--- src/hw/rtl/nsf_pkg.sv ---
// nsf_pkg: shared types and constants of the neighborhood smoothing filter.
// Used by every module of the filter; depends on nothing.

package nsf_pkg;

   // default geometry limits
   localparam int DEF_MAX_COLUMNS = 256;
   localparam int DEF_MAX_ROWS    = 256;

   // queue between front and back
   localparam int QUEUE_DEPTH = 4;
   localparam int QUEUE_PTR_W = $clog2(QUEUE_DEPTH);

   // configuration port
   localparam int CSR_ADDR_W = 5;
   localparam int CSR_DATA_W = 32;
   localparam int SIZE_W     = 9;
   localparam int SUM_W      = 5;
   localparam int COUNT_W    = 4;

   localparam logic [SIZE_W-1:0]  RST_IMAGE_WIDTH      = 9'd256;
   localparam logic [SIZE_W-1:0]  RST_IMAGE_HEIGHT     = 9'd256;
   localparam logic [SUM_W-1:0]   RST_KEEP_SUM_LIMIT   = 5'd3;
   localparam logic [SUM_W-1:0]   RST_FILL_SUM_LIMIT   = 5'd5;
   localparam logic [COUNT_W-1:0] RST_FILL_COUNT_LIMIT = 4'd3;

   // pixel levels
   localparam logic [1:0] PIX_WHITE = 2'd0;
   localparam logic [1:0] PIX_BLACK = 2'd3;

   // register indexes (byte address / 4)
   typedef enum logic [2:0] {
      REG_IMAGE_WIDTH,
      REG_IMAGE_HEIGHT,
      REG_KEEP_SUM_LIMIT,
      REG_FILL_SUM_LIMIT,
      REG_FILL_COUNT_LIMIT
   } csr_index_type;

   // result slots of one queue entry, in emission order
   localparam int SLOT_A = 0; // row zero, left border or computed interior pixel
   localparam int SLOT_B = 1; // right border of the row above
   localparam int SLOT_C = 2; // bottom row zero
   localparam int NUM_SLOTS = 3;

   typedef struct packed {
      logic [SIZE_W-1:0] image_width;
      logic [SIZE_W-1:0] image_height;
      logic              restart;
   } size_cfg_type;

   typedef struct packed {
      logic [SUM_W-1:0]   keep_sum_limit;
      logic [SUM_W-1:0]   fill_sum_limit;
      logic [COUNT_W-1:0] fill_count_limit;
   } limit_cfg_type;

   typedef struct packed {
      logic [NUM_SLOTS-1:0] slots;
      logic                 compute;
      logic [7:0]           a_row;
      logic [7:0]           a_column;
      logic [7:0]           row;
      logic [7:0]           column;
      logic [1:0]           center;
      logic [7:0][1:0]      nbrs;
   } entry_type;

endpackage

--- src/hw/rtl/nsf_queue.sv ---
// nsf_queue: small register queue of classified entries between front and back.
// Depends on nsf_pkg for the entry type and depth.

module nsf_queue (
   input  logic                        clock,
   input  logic                        reset,
   input  logic                        push,
   input  nsf_pkg::entry_type          push_entry,
   input  logic                        pop,
   output nsf_pkg::entry_type          head,
   output logic [nsf_pkg::QUEUE_PTR_W:0] level
);
   import nsf_pkg::*;

   entry_type                entry_ff [QUEUE_DEPTH];
   logic [QUEUE_PTR_W-1:0]   wr_ptr_ff, wr_ptr_in;
   logic [QUEUE_PTR_W-1:0]   rd_ptr_ff, rd_ptr_in;
   logic [QUEUE_PTR_W:0]     count_ff, count_in;

   always_comb begin
      wr_ptr_in = push ? wr_ptr_ff + 1'b1 : wr_ptr_ff;
      rd_ptr_in = pop ? rd_ptr_ff + 1'b1 : rd_ptr_ff;
      count_in  = count_ff;
      if (push && !pop) begin
         count_in = count_ff + 1'b1;
      end else if (pop && !push) begin
         count_in = count_ff - 1'b1;
      end
   end

   always_ff @(posedge clock) begin
      if (reset) begin
         wr_ptr_ff <= '0;
         rd_ptr_ff <= '0;
         count_ff  <= '0;
      end else begin
         wr_ptr_ff <= wr_ptr_in;
         rd_ptr_ff <= rd_ptr_in;
         count_ff  <= count_in;
      end
   end

   always_ff @(posedge clock) begin
      if (push) begin
         entry_ff[wr_ptr_ff] <= push_entry;
      end
   end

   assign head  = entry_ff[rd_ptr_ff];
   assign level = count_ff;

endmodule

--- src/hw/rtl/nsf_front.sv ---
// nsf_front: pixel intake, raster counters, line stores, window and result classification.
// Depends on nsf_pkg; feeds nsf_queue.

module nsf_front #(
   parameter int MAX_COLUMNS = nsf_pkg::DEF_MAX_COLUMNS,
   parameter int MAX_ROWS    = nsf_pkg::DEF_MAX_ROWS
) (
   input  logic                          clock,
   input  logic                          reset,
   input  nsf_pkg::size_cfg_type         size_cfg,
   input  logic                          push,
   output logic                          full,
   input  logic [1:0]                    pixel_value,
   input  logic [nsf_pkg::QUEUE_PTR_W:0] queue_level,
   output logic                          entry_push,
   output nsf_pkg::entry_type            entry
);
   import nsf_pkg::*;

   localparam int COL_W = $clog2(MAX_COLUMNS);
   localparam int ROW_W = $clog2(MAX_ROWS);

   logic                 accept;
   logic [COL_W-1:0]     col_last;
   logic [ROW_W-1:0]     row_last;
   logic [COL_W-1:0]     col_ff, col_in;
   logic [ROW_W-1:0]     row_ff, row_in;

   // stage one: memory read data and classification of the accepted pixel
   logic                 s1_valid_ff;
   logic [1:0]           s1_pixel_ff;
   logic [COL_W-1:0]     s1_col_ff;
   logic [NUM_SLOTS-1:0] s1_slots_ff, slots;
   logic                 s1_compute_ff, compute;
   logic [7:0]           s1_a_row_ff, a_row;
   logic [7:0]           s1_a_column_ff, a_column;
   logic [7:0]           s1_row_ff;
   logic [7:0]           s1_column_ff;

   logic [1:0]           older_line_ff [MAX_COLUMNS];
   logic [1:0]           newer_line_ff [MAX_COLUMNS];
   logic [1:0]           top_rd_ff, mid_rd_ff;
   logic [1:0]           tap_ff [6];

   logic                 first_row, below_second, col_zero, col_ge2, row_end, col_end;

   // effective image size, out-of-range values clamp
   always_comb begin
      if (size_cfg.image_width < 9'd3) begin
         col_last = COL_W'(2);
      end else if (32'(size_cfg.image_width) > MAX_COLUMNS) begin
         col_last = COL_W'(MAX_COLUMNS - 1);
      end else begin
         col_last = COL_W'(size_cfg.image_width - 9'd1);
      end
      if (size_cfg.image_height < 9'd3) begin
         row_last = ROW_W'(2);
      end else if (32'(size_cfg.image_height) > MAX_ROWS) begin
         row_last = ROW_W'(MAX_ROWS - 1);
      end else begin
         row_last = ROW_W'(size_cfg.image_height - 9'd1);
      end
   end

   // room for the entry in flight plus one more
   always_comb begin
      if (s1_valid_ff) begin
         full = (queue_level >= (QUEUE_PTR_W+1)'(QUEUE_DEPTH - 1));
      end else begin
         full = (queue_level >= (QUEUE_PTR_W+1)'(QUEUE_DEPTH));
      end
   end

   assign accept = push && !full;

   always_comb begin
      col_in = col_ff;
      row_in = row_ff;
      if (size_cfg.restart) begin
         col_in = '0;
         row_in = '0;
      end else if (accept) begin
         if (col_ff == col_last) begin
            col_in = '0;
            row_in = (row_ff == row_last) ? '0 : row_ff + 1'b1;
         end else begin
            col_in = col_ff + 1'b1;
         end
      end
   end

   // which results this pixel causes
   always_comb begin
      first_row    = (row_ff == '0);
      below_second = !first_row && (row_ff != ROW_W'(1));
      col_zero     = (col_ff == '0);
      col_ge2      = !col_zero && (col_ff != COL_W'(1));
      row_end      = (row_ff == row_last);
      col_end      = (col_ff == col_last);
      compute      = below_second && col_ge2;
      slots[SLOT_A] = first_row || (below_second && (col_zero || col_ge2));
      slots[SLOT_B] = compute && col_end;
      slots[SLOT_C] = row_end;
      a_row        = first_row ? 8'd0 : 8'(row_ff) - 8'd1;
      a_column     = compute ? 8'(col_ff) - 8'd1 : 8'(col_ff);
   end

   always_ff @(posedge clock) begin
      if (reset) begin
         col_ff      <= '0;
         row_ff      <= '0;
         s1_valid_ff <= 1'b0;
      end else begin
         col_ff      <= col_in;
         row_ff      <= row_in;
         s1_valid_ff <= accept;
      end
   end

   always_ff @(posedge clock) begin
      if (accept) begin
         s1_pixel_ff    <= pixel_value;
         s1_col_ff      <= col_ff;
         s1_slots_ff    <= slots;
         s1_compute_ff  <= compute;
         s1_a_row_ff    <= a_row;
         s1_a_column_ff <= a_column;
         s1_row_ff      <= 8'(row_ff);
         s1_column_ff   <= 8'(col_ff);
      end
   end

   // line stores: read on accept, written back in the following cycle at the same column
   always_ff @(posedge clock) begin
      if (accept) begin
         top_rd_ff <= older_line_ff[col_ff];
      end
      if (s1_valid_ff) begin
         older_line_ff[s1_col_ff] <= mid_rd_ff;
      end
   end

   always_ff @(posedge clock) begin
      if (accept) begin
         mid_rd_ff <= newer_line_ff[col_ff];
      end
      if (s1_valid_ff) begin
         newer_line_ff[s1_col_ff] <= s1_pixel_ff;
      end
   end

   // window: taps 0..2 previous column top/mid/bottom, 3..5 the column before
   always_ff @(posedge clock) begin
      if (s1_valid_ff) begin
         tap_ff[0] <= top_rd_ff;
         tap_ff[1] <= mid_rd_ff;
         tap_ff[2] <= s1_pixel_ff;
         tap_ff[3] <= tap_ff[0];
         tap_ff[4] <= tap_ff[1];
         tap_ff[5] <= tap_ff[2];
      end
   end

   always_comb begin
      entry.slots    = s1_slots_ff;
      entry.compute  = s1_compute_ff;
      entry.a_row    = s1_a_row_ff;
      entry.a_column = s1_a_column_ff;
      entry.row      = s1_row_ff;
      entry.column   = s1_column_ff;
      entry.center   = tap_ff[1];
      entry.nbrs[0]  = tap_ff[3];
      entry.nbrs[1]  = tap_ff[0];
      entry.nbrs[2]  = top_rd_ff;
      entry.nbrs[3]  = tap_ff[4];
      entry.nbrs[4]  = mid_rd_ff;
      entry.nbrs[5]  = tap_ff[5];
      entry.nbrs[6]  = tap_ff[2];
      entry.nbrs[7]  = s1_pixel_ff;
   end

   assign entry_push = s1_valid_ff && (|s1_slots_ff);

endmodule

--- src/hw/rtl/nsf_back.sv ---
// nsf_back: evaluates the neighborhood rule and issues the results of each entry in order.
// Depends on nsf_pkg; drains nsf_queue into the result register.

module nsf_back (
   input  logic                          clock,
   input  logic                          reset,
   input  nsf_pkg::limit_cfg_type        limit_cfg,
   input  nsf_pkg::entry_type            head,
   input  logic [nsf_pkg::QUEUE_PTR_W:0] queue_level,
   output logic                          queue_pop,
   output logic                          empty,
   input  logic                          pop,
   output logic [7:0]                    rsp_out_row,
   output logic [7:0]                    rsp_out_column,
   output logic [1:0]                    rsp_smoothed_value,
   output logic                          rsp_last_of_input
);
   import nsf_pkg::*;

   entry_type            cur_ff, cur_in;
   logic [NUM_SLOTS-1:0] slots_ff, slots_in, slots_next, slots_after, low_slot;
   logic [SUM_W-1:0]     sum;
   logic [COUNT_W-1:0]   cnt;
   logic                 filled;
   logic                 out_free, take;
   logic                 valid_ff, valid_in;
   logic [7:0]           row_ff, row_in;
   logic [7:0]           column_ff, column_in;
   logic [1:0]           value_ff, value_in;
   logic                 last_ff, last_in;

   always_comb begin
      sum = '0;
      cnt = '0;
      for (int k = 0; k < 8; k++) begin
         sum = sum + SUM_W'(cur_ff.nbrs[k]);
         cnt = cnt + COUNT_W'(cur_ff.nbrs[k] != PIX_WHITE);
      end
      filled = cur_ff.compute && (sum > limit_cfg.keep_sum_limit) &&
               ((cur_ff.center != PIX_WHITE) ||
                ((sum > limit_cfg.fill_sum_limit) && (cnt > limit_cfg.fill_count_limit)));
   end

   always_comb begin
      out_free    = !valid_ff || pop;
      take        = out_free && (|slots_ff);
      low_slot    = slots_ff & (~slots_ff + 1'b1);
      slots_next  = slots_ff & ~low_slot;
      slots_after = take ? slots_next : slots_ff;
      queue_pop   = (slots_after == '0) && (queue_level != '0);
      slots_in    = queue_pop ? head.slots : slots_after;
      cur_in      = queue_pop ? head : cur_ff;

      row_in    = row_ff;
      column_in = column_ff;
      value_in  = value_ff;
      last_in   = last_ff;
      if (take) begin
         last_in = (slots_next == '0);
         priority if (slots_ff[SLOT_A]) begin
            row_in    = cur_ff.a_row;
            column_in = cur_ff.a_column;
            value_in  = filled ? PIX_BLACK : PIX_WHITE;
         end else if (slots_ff[SLOT_B]) begin
            row_in    = cur_ff.a_row;
            column_in = cur_ff.column;
            value_in  = PIX_WHITE;
         end else begin
            row_in    = cur_ff.row;
            column_in = cur_ff.column;
            value_in  = PIX_WHITE;
         end
      end

      if (take) begin
         valid_in = 1'b1;
      end else if (pop) begin
         valid_in = 1'b0;
      end else begin
         valid_in = valid_ff;
      end
   end

   always_ff @(posedge clock) begin
      if (reset) begin
         slots_ff <= '0;
         valid_ff <= 1'b0;
      end else begin
         slots_ff <= slots_in;
         valid_ff <= valid_in;
      end
   end

   always_ff @(posedge clock) begin
      cur_ff    <= cur_in;
      row_ff    <= row_in;
      column_ff <= column_in;
      value_ff  <= value_in;
      last_ff   <= last_in;
   end

   assign empty              = !valid_ff;
   assign rsp_out_row        = row_ff;
   assign rsp_out_column     = column_ff;
   assign rsp_smoothed_value = value_ff;
   assign rsp_last_of_input  = last_ff;

endmodule

--- src/hw/rtl/neighborhood_smoothing_filter.sv ---
// neighborhood_smoothing_filter: top level with configuration registers.
// Depends on nsf_pkg, nsf_front, nsf_queue and nsf_back.

// 3x3 smoothing of a 2-bit raster image. Pixels enter in raster order, one per cycle
// while full is low; each result leaves with its row and column, border pixels give 0 and
// interior pixels give 0 or 3 by their own value and the sum and nonzero count of their
// eight neighbors. An interior result appears once the pixel below and to its right has
// entered, so a row's results trail the input by one row. Most pixels cause one result and
// pass at one per cycle while results are popped; the last pixel of a row from row 2 on
// and most pixels of the last row cause two or three, and since the result port delivers
// at most one per cycle the input stalls briefly there. The four entry queue between the
// intake and the result sequencer absorbs these bursts. Writing image_width or image_height
// restarts the image at row 0, column 0; write registers only while no results are pending.
// After the last pixel of an image the next pixel starts a new image.

module neighborhood_smoothing_filter #(
   parameter int MAX_COLUMNS = nsf_pkg::DEF_MAX_COLUMNS,
   parameter int MAX_ROWS    = nsf_pkg::DEF_MAX_ROWS
) (
   input  logic                            clock,
   input  logic                            reset,
   input  logic                            push,
   output logic                            full,
   input  logic [1:0]                      req_pixel_value,
   output logic                            empty,
   input  logic                            pop,
   output logic [7:0]                      rsp_out_row,
   output logic [7:0]                      rsp_out_column,
   output logic [1:0]                      rsp_smoothed_value,
   output logic                            rsp_last_of_input,
   input  logic                            psel,
   input  logic                            penable,
   input  logic                            pwrite,
   input  logic [nsf_pkg::CSR_ADDR_W-1:0]  paddr,
   input  logic [nsf_pkg::CSR_DATA_W-1:0]  pwdata,
   output logic [nsf_pkg::CSR_DATA_W-1:0]  prdata,
   output logic                            pready
);
   import nsf_pkg::*;

   logic [SIZE_W-1:0]      image_width_ff, image_width_in;
   logic [SIZE_W-1:0]      image_height_ff, image_height_in;
   logic [SUM_W-1:0]       keep_sum_ff, keep_sum_in;
   logic [SUM_W-1:0]       fill_sum_ff, fill_sum_in;
   logic [COUNT_W-1:0]     fill_count_ff, fill_count_in;
   logic                   csr_write;
   logic [2:0]             csr_index;
   logic                   size_restart;
   size_cfg_type           size_cfg;
   limit_cfg_type          limit_cfg;
   entry_type              entry, head;
   logic                   entry_push, queue_pop;
   logic [QUEUE_PTR_W:0]   queue_level;

   assign pready    = 1'b1;
   assign csr_write = psel && penable && pwrite && pready;
   assign csr_index = paddr[4:2];

   always_comb begin
      image_width_in  = image_width_ff;
      image_height_in = image_height_ff;
      keep_sum_in     = keep_sum_ff;
      fill_sum_in     = fill_sum_ff;
      fill_count_in   = fill_count_ff;
      size_restart    = 1'b0;
      if (csr_write) begin
         unique case (csr_index)
            REG_IMAGE_WIDTH: begin
               image_width_in = pwdata[SIZE_W-1:0];
               size_restart   = 1'b1;
            end
            REG_IMAGE_HEIGHT: begin
               image_height_in = pwdata[SIZE_W-1:0];
               size_restart    = 1'b1;
            end
            REG_KEEP_SUM_LIMIT: begin
               keep_sum_in = pwdata[SUM_W-1:0];
            end
            REG_FILL_SUM_LIMIT: begin
               fill_sum_in = pwdata[SUM_W-1:0];
            end
            REG_FILL_COUNT_LIMIT: begin
               fill_count_in = pwdata[COUNT_W-1:0];
            end
            default: begin
            end
         endcase
      end
   end

   always_ff @(posedge clock) begin
      if (reset) begin
         image_width_ff  <= RST_IMAGE_WIDTH;
         image_height_ff <= RST_IMAGE_HEIGHT;
         keep_sum_ff     <= RST_KEEP_SUM_LIMIT;
         fill_sum_ff     <= RST_FILL_SUM_LIMIT;
         fill_count_ff   <= RST_FILL_COUNT_LIMIT;
      end else begin
         image_width_ff  <= image_width_in;
         image_height_ff <= image_height_in;
         keep_sum_ff     <= keep_sum_in;
         fill_sum_ff     <= fill_sum_in;
         fill_count_ff   <= fill_count_in;
      end
   end

   always_comb begin
      unique case (csr_index)
         REG_IMAGE_WIDTH:      prdata = CSR_DATA_W'(image_width_ff);
         REG_IMAGE_HEIGHT:     prdata = CSR_DATA_W'(image_height_ff);
         REG_KEEP_SUM_LIMIT:   prdata = CSR_DATA_W'(keep_sum_ff);
         REG_FILL_SUM_LIMIT:   prdata = CSR_DATA_W'(fill_sum_ff);
         REG_FILL_COUNT_LIMIT: prdata = CSR_DATA_W'(fill_count_ff);
         default:              prdata = '0;
      endcase
   end

   always_comb begin
      size_cfg.image_width        = image_width_ff;
      size_cfg.image_height       = image_height_ff;
      size_cfg.restart            = size_restart;
      limit_cfg.keep_sum_limit    = keep_sum_ff;
      limit_cfg.fill_sum_limit    = fill_sum_ff;
      limit_cfg.fill_count_limit  = fill_count_ff;
   end

   nsf_front #(
      .MAX_COLUMNS (MAX_COLUMNS),
      .MAX_ROWS    (MAX_ROWS)
   ) u_front (
      .clock       (clock),
      .reset       (reset),
      .size_cfg    (size_cfg),
      .push        (push),
      .full        (full),
      .pixel_value (req_pixel_value),
      .queue_level (queue_level),
      .entry_push  (entry_push),
      .entry       (entry)
   );

   nsf_queue u_queue (
      .clock      (clock),
      .reset      (reset),
      .push       (entry_push),
      .push_entry (entry),
      .pop        (queue_pop),
      .head       (head),
      .level      (queue_level)
   );

   nsf_back u_back (
      .clock              (clock),
      .reset              (reset),
      .limit_cfg          (limit_cfg),
      .head               (head),
      .queue_level        (queue_level),
      .queue_pop          (queue_pop),
      .empty              (empty),
      .pop                (pop),
      .rsp_out_row        (rsp_out_row),
      .rsp_out_column     (rsp_out_column),
      .rsp_smoothed_value (rsp_smoothed_value),
      .rsp_last_of_input  (rsp_last_of_input)
   );

endmodule

--- config.mk ---
export PLATFORM = sky130hd
export DESIGN_NAME = neighborhood_smoothing_filter
export DESIGN_NICKNAME = d
export VERILOG_FILES = /design/src/hw/rtl/nsf_pkg.sv /design/src/hw/rtl/nsf_queue.sv /design/src/hw/rtl/nsf_front.sv /design/src/hw/rtl/nsf_back.sv /design/src/hw/rtl/neighborhood_smoothing_filter.sv
export SDC_FILE = /design/constraint.sdc
export NUM_CORES = 1
export LEC_CHECK = 0
export BUFFER_PORTS_ARGS = -buffer_cell sky130_fd_sc_hd__buf_2
export CAP_MARGIN = 20
export CORE_MARGIN = 2
export CORE_UTILIZATION = 35
export DETAILED_ROUTE_END_ITERATION = 12
export GPL_TIMING_DRIVEN = 0
export PLACE_DENSITY = 0.5
export SKIP_LAST_GASP = 1
export SYNTH_ARGS = -nofsm -noshare
export SYNTH_HDL_FRONTEND = slang
export SYNTH_SLANG_ARGS = --single-unit
export TNS_END_PERCENT = 30
--- constraint.sdc ---
create_clock -name clock -period 4.4 [get_ports clock]
set_input_delay 0.66 -clock clock [delete_from_list [all_inputs] [get_ports clock]]
set_output_delay 0.66 -clock clock [all_outputs]
set_load 0.05 [all_outputs]
==> flow_summary.yaml, run 1 <==
status:
  outcome: "complete, but fails checks"
  violated_checks: "negative setup slack"
worst_setup_path:
  timing.critical_path.required_ns: 4.91
  crit_path_max_fanout: 10
  setup_crit_end_kind: "register"
  cp-start-kind: "register"
  setup.worst_path.class: "register to register"
  critical_path_arrival_ns: 5.30
timing:
  fin_setup_tns_ns: -1.79
  fin_skew_ns: 0.0446
  relSlewSlack_pct: 25.4
  final-max-slew-violation-count: 0
  layout_setup_ws_ns: -0.388
  fmax_mhz: 209
  final-setup-viol-count: 5
  tmin_final_ns: 4.79
  hold-worst-slack_ns: 0.0814
  final-hold-violation-count: 0
  fin_crit_sh_pct: 109
  worstMarginPinSlew_ns: 1.12
  rsz_0062_raised_after_global_routing: "yes"
final_layout:
  nets: 3307
  synthToLayoutAreaGrowth_pct: 17.0
  fraction_of_final_layout_cells_with_drive_strength_greater_than_1_pct: 26.8
floorplanning:
  initial_utilization_pct: 35.2
  die_w_um: 408
  fp.dieArea_um2: 167000
  pin_count: 100
  core.rowCount: 148
  die-height_um: 408
  core_area_um2: 163000
placement:
  gp_congestion: 0.823
  dp_hpwl_um: 113000
  port-buffer-count: 48
synth:
  synth_top_cell_area_share_pct: 71.5
  synth_top_cells_by_count: "edfxtp_1 (1363), mux4_2 (390), nor2_1 (323), clkbuf_1 (101), nand2_1 (77)"
  synth-async-reset-ratio_pct: 0
  ys_top_cells_by_area: "edfxtp_1 (71%), mux4_2 (15%), dfxtp_1 (2.2%), nor2_1 (2.1%), ha_1 (0.85%)"
  synth_cells: 2908
  synth_area_per_cell_um2: 19.7
  synthesis.yosys.warnings: 0
  seq_area_frac_synth_pct: 73.7
  synth_ff_type: "edfxtp_1"
  post-synth-top-count-cell: "edfxtp_1"
  flip_flop_and_latch_count_after_synthesis: 1425
  synthDistinctLibCells: 78
  synth.cell_area_um2: 57300
  synth_edf_count: 1363
  synth_area_leader: "edfxtp_1"
detailed_routing:
  drc: 0
  dr_total_vias: 29600
  wire_per_inst_um: 30.3
  firstDrtPassIters: 6
  viasPerCell: 5.39
  drt-total-wl_um: 167000
  final_antenna_net_count: 0
  drt_first_iter_violations: 3470
clocking:
  clk_latency_ns: 0.82
  cts-hold-fix-buffers: 0
  clk_path_buf_depth: 3
  htreeDepth: 4
  cts_root_buf: "clkbuf_16"
  cts.sink_count: 1425
  numCtsBuffers: 150
  cts_tree: "built"
  clk_pin_slew_ns: 0.06
hold_path:
  hold_path_class: "primary input to register"
global_route:
  first_global_vias: 30300
  maximum_number_of_pins_on_one_net_before_global_route_repair: 49
  grt_use_total_pct: 19.9
  grt-ovfl-total: 0
  grt_first_pass_wirelength_um: 233000
  grt_antenna_before_repair: 2
power_and_ir_drop:
  power_leakage_uw: 0.0210
  total_power_uw: 39700
  power_density_nw_per_um2: 593
  vdd_drop_max_mv: 1.18
flow_run:
  cap_violations: 0
-- critical path, stage by stage, from the launching register on --
cell	delay (ns)
dfxtp_1	0.43
buf_2	0.39
buf_2	0.52
buf_2	0.78
mux4_2	0.64
mux4_2	0.54
mux4_2	0.55
o22ai_1	0.47
a21oi_1	0.14
-- metrics by stage --
stage	cells	setup slack, ns	instance area [um2]	util (%)
3_3_place_gp	5153	-3.15	60300	37.1
3_5_place_dp	5226	-0.931	62100	38.2
4_1_cts	5497	-0.429	67000	41.2
5_1_grt	5499	-0.493	67000	41.2
2_1_floorplan	2930	0.000477	57300	-
6_report	5501	-0.388	67000	41.2
-- path summary, 6_finish.rpt --
check	start	to	slack, ns	depth (start not counted)
worst max-delay path	u_front.col_ff[0]	u_front.mid_rd_ff[0]	-0.39	8
worst min-delay path	req_pixel_value[1]	u_front.s1_pixel_ff[1]	0.08	1
worst max register to register	u_front.col_ff[0]	u_front.mid_rd_ff[0]	-0.39	8
worst min register to register	u_front.col_ff[2]	u_front.s1_col_ff[2]	0.45	0
-- cell type report --
type	instances	area (um2)
inverters	63	238
clock inverters	90	897
multi-input cells	1254	14100
well taps	2175	2720
diodes	2	5.00
plain buffers	188	963
repair buffers	124	1970
flip-flops and latches	1425	42200
clock buffers	180	3910
fillers	14300	95600
-- cell families (layout without fill, tap and decap cells) --
family / Yosys count / in the layout / share of synthesized area [%]
other cells: 2 / 26 / 0.0131
compound gates: 132 / 132 / 1.63
buf+inv: 251 / 645 / 1.99
xor+xnor: 37 / 37 / 0.566
fa+ha+maj: 56 / 56 / 1.43
simple gates: 571 / 571 / 4.55
mux: 434 / 434 / 16.2
flops: 1425 / 1425 / 73.7
-- timing repair --
item	CTS	global route
gates resized for setup	18	5
setup buffers	1	0
endpoints found under the setup margin	5	5
pin swaps	9	7
-- state kept, by name, summed over array words and instances (netlist names), 9 cells and up, named ones only --
| signal | flops |
|---|---|
| image_height_ff | 9 |
| u_front.tap_ff | 12 |
| u_queue.entry_ff | 216 |
| u_back.cur_ff | 51 |
| image_width_ff | 9 |
| u_front.older_line_ff | 512 |
| u_front.newer_line_ff | 512 |
-- routing by layer --
layer	routed length [um]	vias up	global-route usage [%]
li1	-	12300	-
met1	66700	15900	25.7
met2	84100	1246	34.0
met3	11100	248	3.76
met4	4580	0	5.78
met5	0	-	0
-- where the power goes --
part           switching, uW  total [uW]  internal, uW  leakage (uW)
registers                372       16400         16000        0.0129
clock network           5310       12400          7130       0.00234
logic                   6290       10900          4630       0.00583
total                  12000       39700         27800        0.0210
-- cell usage in the layout, fill, tap and decap left out, drive strengths merged, types with 5 or more instances in the layout --
| cell type | n |
|---|---|
| edfxtp | 1363 |
| mux4 | 390 |
| nor2 | 323 |
| clkbuf | 285 |
| buf | 206 |
| nand2 | 78 |
| inv | 68 |
| clkinv | 67 |
| dfxtp | 62 |
| nand3 | 40 |
| ha | 39 |
| a21oi | 30 |
| mux2i | 26 |
| nor3 | 26 |
| o21ai | 25 |
| conb | 24 |
| nor2b | 20 |
| xor2 | 20 |
| mux2 | 18 |
| xnor2 | 17 |
| a22oi | 16 |
| fa | 16 |
| bufinv | 13 |
| and3 | 12 |
| or2 | 9 |
| and2 | 9 |
| nand2b | 7 |
| nand4 | 7 |
| a211oi | 7 |
| o22ai | 7 |
| nor4 | 6 |
| or3 | 5 |
| o211ai | 5 |
| a31o | 5 |
| a21o | 5 |
| o2bb2ai | 5 |
| clkinvlp | 5 |
| or4 | 5 |
No activity file was read; power rests on OpenSTA's default activity.
==> run 2: changes to the inputs <==
- CORE_MARGIN: 2 -> default
- clock period: 4.4 -> 4 ns (I/O delays scaled with it)
==> run 2 against run 1 <==
Against the previous run: the run still ends with negative setup slack left; fmax increased by 3.5%; critical path depth unchanged; non-clock buffer count increased by 9; sequential power increased by 9.8%; register-to-register slack got worse by 0.24 ns; die area decreased by 0.98%; core utilization increased by 0.22 points; combinational power about the same; via count about the same; worst setup slack got worse by 0.24 ns; highest routed layer unchanged.
==> flow_summary.yaml, run 2 (synthesis gave the netlist of run 1 again) <==
global_route:
  grt_antenna_before_repair: 1
  grt_use_total_pct: 20.2
  maximum_number_of_pins_on_one_net_before_global_route_repair: 53
  first_global_vias: 30400
  grt_first_pass_wirelength_um: 232000
  grt-ovfl-total: 0
clocking:
  htreeDepth: 4
  cts.sink_count: 1425
  cts_tree: "built"
  clk_latency_ns: 0.79
  numCtsBuffers: 154
  cts_root_buf: "clkbuf_16"
  clk_path_buf_depth: 3
  clk_pin_slew_ns: 0.07
  cts_setup_buffers: 0
detailed_routing:
  drt-total-wl_um: 165000
  dr_total_vias: 29700
  firstDrtPassIters: 6
  final_antenna_net_count: 0
  drc: 0
  viasPerCell: 5.37
  drt_first_iter_violations: 3213
  wire_per_inst_um: 30.0
floorplanning:
  core.rowCount: 148
  pin_count: 100
  initial_utilization_pct: 35.2
  die-height_um: 406
  core_area_um2: 163000
  die_w_um: 406
  fp.dieArea_um2: 165000
power_and_ir_drop:
  power_density_nw_per_um2: 642
  total_power_uw: 43300
  power_leakage_uw: 0.0212
  vdd_drop_max_mv: 1.33
timing:
  fmax_mhz: 216
  rsz_0062_raised_after_global_routing: "yes"
  final-hold-violation-count: 0
  fin_setup_tns_ns: -2.86
  fin_skew_ns: 0.0313
  final-setup-viol-count: 5
  relSlewSlack_pct: 25.5
  layout_setup_ws_ns: -0.626
  fin_crit_sh_pct: 116
  tmin_final_ns: 4.63
  final-max-slew-violation-count: 0
  worstMarginPinSlew_ns: 1.12
  hold-worst-slack_ns: 0.0960
final_layout:
  synthToLayoutAreaGrowth_pct: 17.7
  final.fill_count: 14400
  registers_with_the_most_flip_flops: "u_front.newer_line_ff (512), u_front.older_line_ff (512), u_queue.entry_ff (216)"
  final_util_pct: 41.4
  nets: 3320
  layout.cells.most_common_list: "edfxtp_1 (1363), mux4_2 (390), nor2_1 (322)"
  design_area_um2: 67400
  fraction_of_final_layout_cells_with_drive_strength_greater_than_1_pct: 26.9
  leading_cell_type_in_the_layout_fill_and_taps_excluded: "edfxtp_1"
hold_path:
  hold_path_class: "primary input to register"
placement:
  dp_hpwl_um: 114000
  gp_congestion: 0.854
  port-buffer-count: 48
  cell_area_placed_um2: 62200
worst_setup_path:
  timing.critical_path.required_ns: 4.48
  cp-start-kind: "register"
  setup_crit_end_kind: "register"
  crit_path_max_fanout: 10
  setup.worst_path.class: "register to register"
  critical_path_arrival_ns: 5.11
status:
  outcome: "complete, but fails checks"
  violated_checks: "negative setup slack"
flow_run:
  cap_violations: 0
-- run 2: area by class of cell --
cell class	instances	area (um2)	share of cell area (%)
clock buffer	193	4170	6.19
clock inverter	88	887	1.32
inverter	63	238	0.353
buffer	188	970	1.44
tap	2175	2720	4.04
timing repair buffer	133	2120	3.14
antenna	1	2.50	0.00371
sequential	1425	42200	62.6
multi-input combinational	1254	14100	20.9
-- run 2: path summary, 6_finish.rpt --
check / start / end / slack (ns) / cells after the start
setup reg to reg: u_front.col_ff[0] / u_front.mid_rd_ff[0] / -0.63 / 8
setup / recovery: u_front.col_ff[0] / u_front.mid_rd_ff[0] / -0.63 / 8
hold / removal: pwdata[6] / image_height_ff[6] / 0.1 / 3
hold reg to reg: u_front.col_ff[4] / u_front.s1_col_ff[4] / 0.45 / 0
-- run 2: metal layers --
metal  up-vias  part of all wire [%]  track usage (%)
li1      12300                     -                -
met1     15800                    39             25.9
met2      1227                    50             34.2
met3       259                   7.6             4.32
met4         0                   3.1             6.53
met5         -                     0                0
-- run 2: metrics by stage --
stage,std cells,setup slack (ns)
detailed placement,5235,-1.17
CTS,5518,-0.657
floorplan,2930,-0.367
global placement,5153,-3.83
global route,5519,-0.807
finish,5520,-0.626
-- run 2: worst max-delay path: stages (launching register included) --
cell	delay (ns)
dfxtp_1	0.42
buf_2	0.41
buf_2	0.51
buf_2	0.72
mux4_2	0.60
mux4_2	0.52
mux4_2	0.54
o22ai_1	0.44
a21oi_1	0.13
-- run 2: what timing repair did --
action / 4_1_cts / 5_1_grt
gates resized for setup: 23 / 0
pin swaps: 5 / 0
endpoints found under the setup margin: 5 / 5
hold endpoints to repair: 2 / 0
hold buffers: 2 / 0
-- run 2: where the power goes --
group | switching (uW) | internal, uW
logic | 6420 | 4550
registers | 399 | 17600
clock network | 5820 | 8470
total | 12600 | 30600
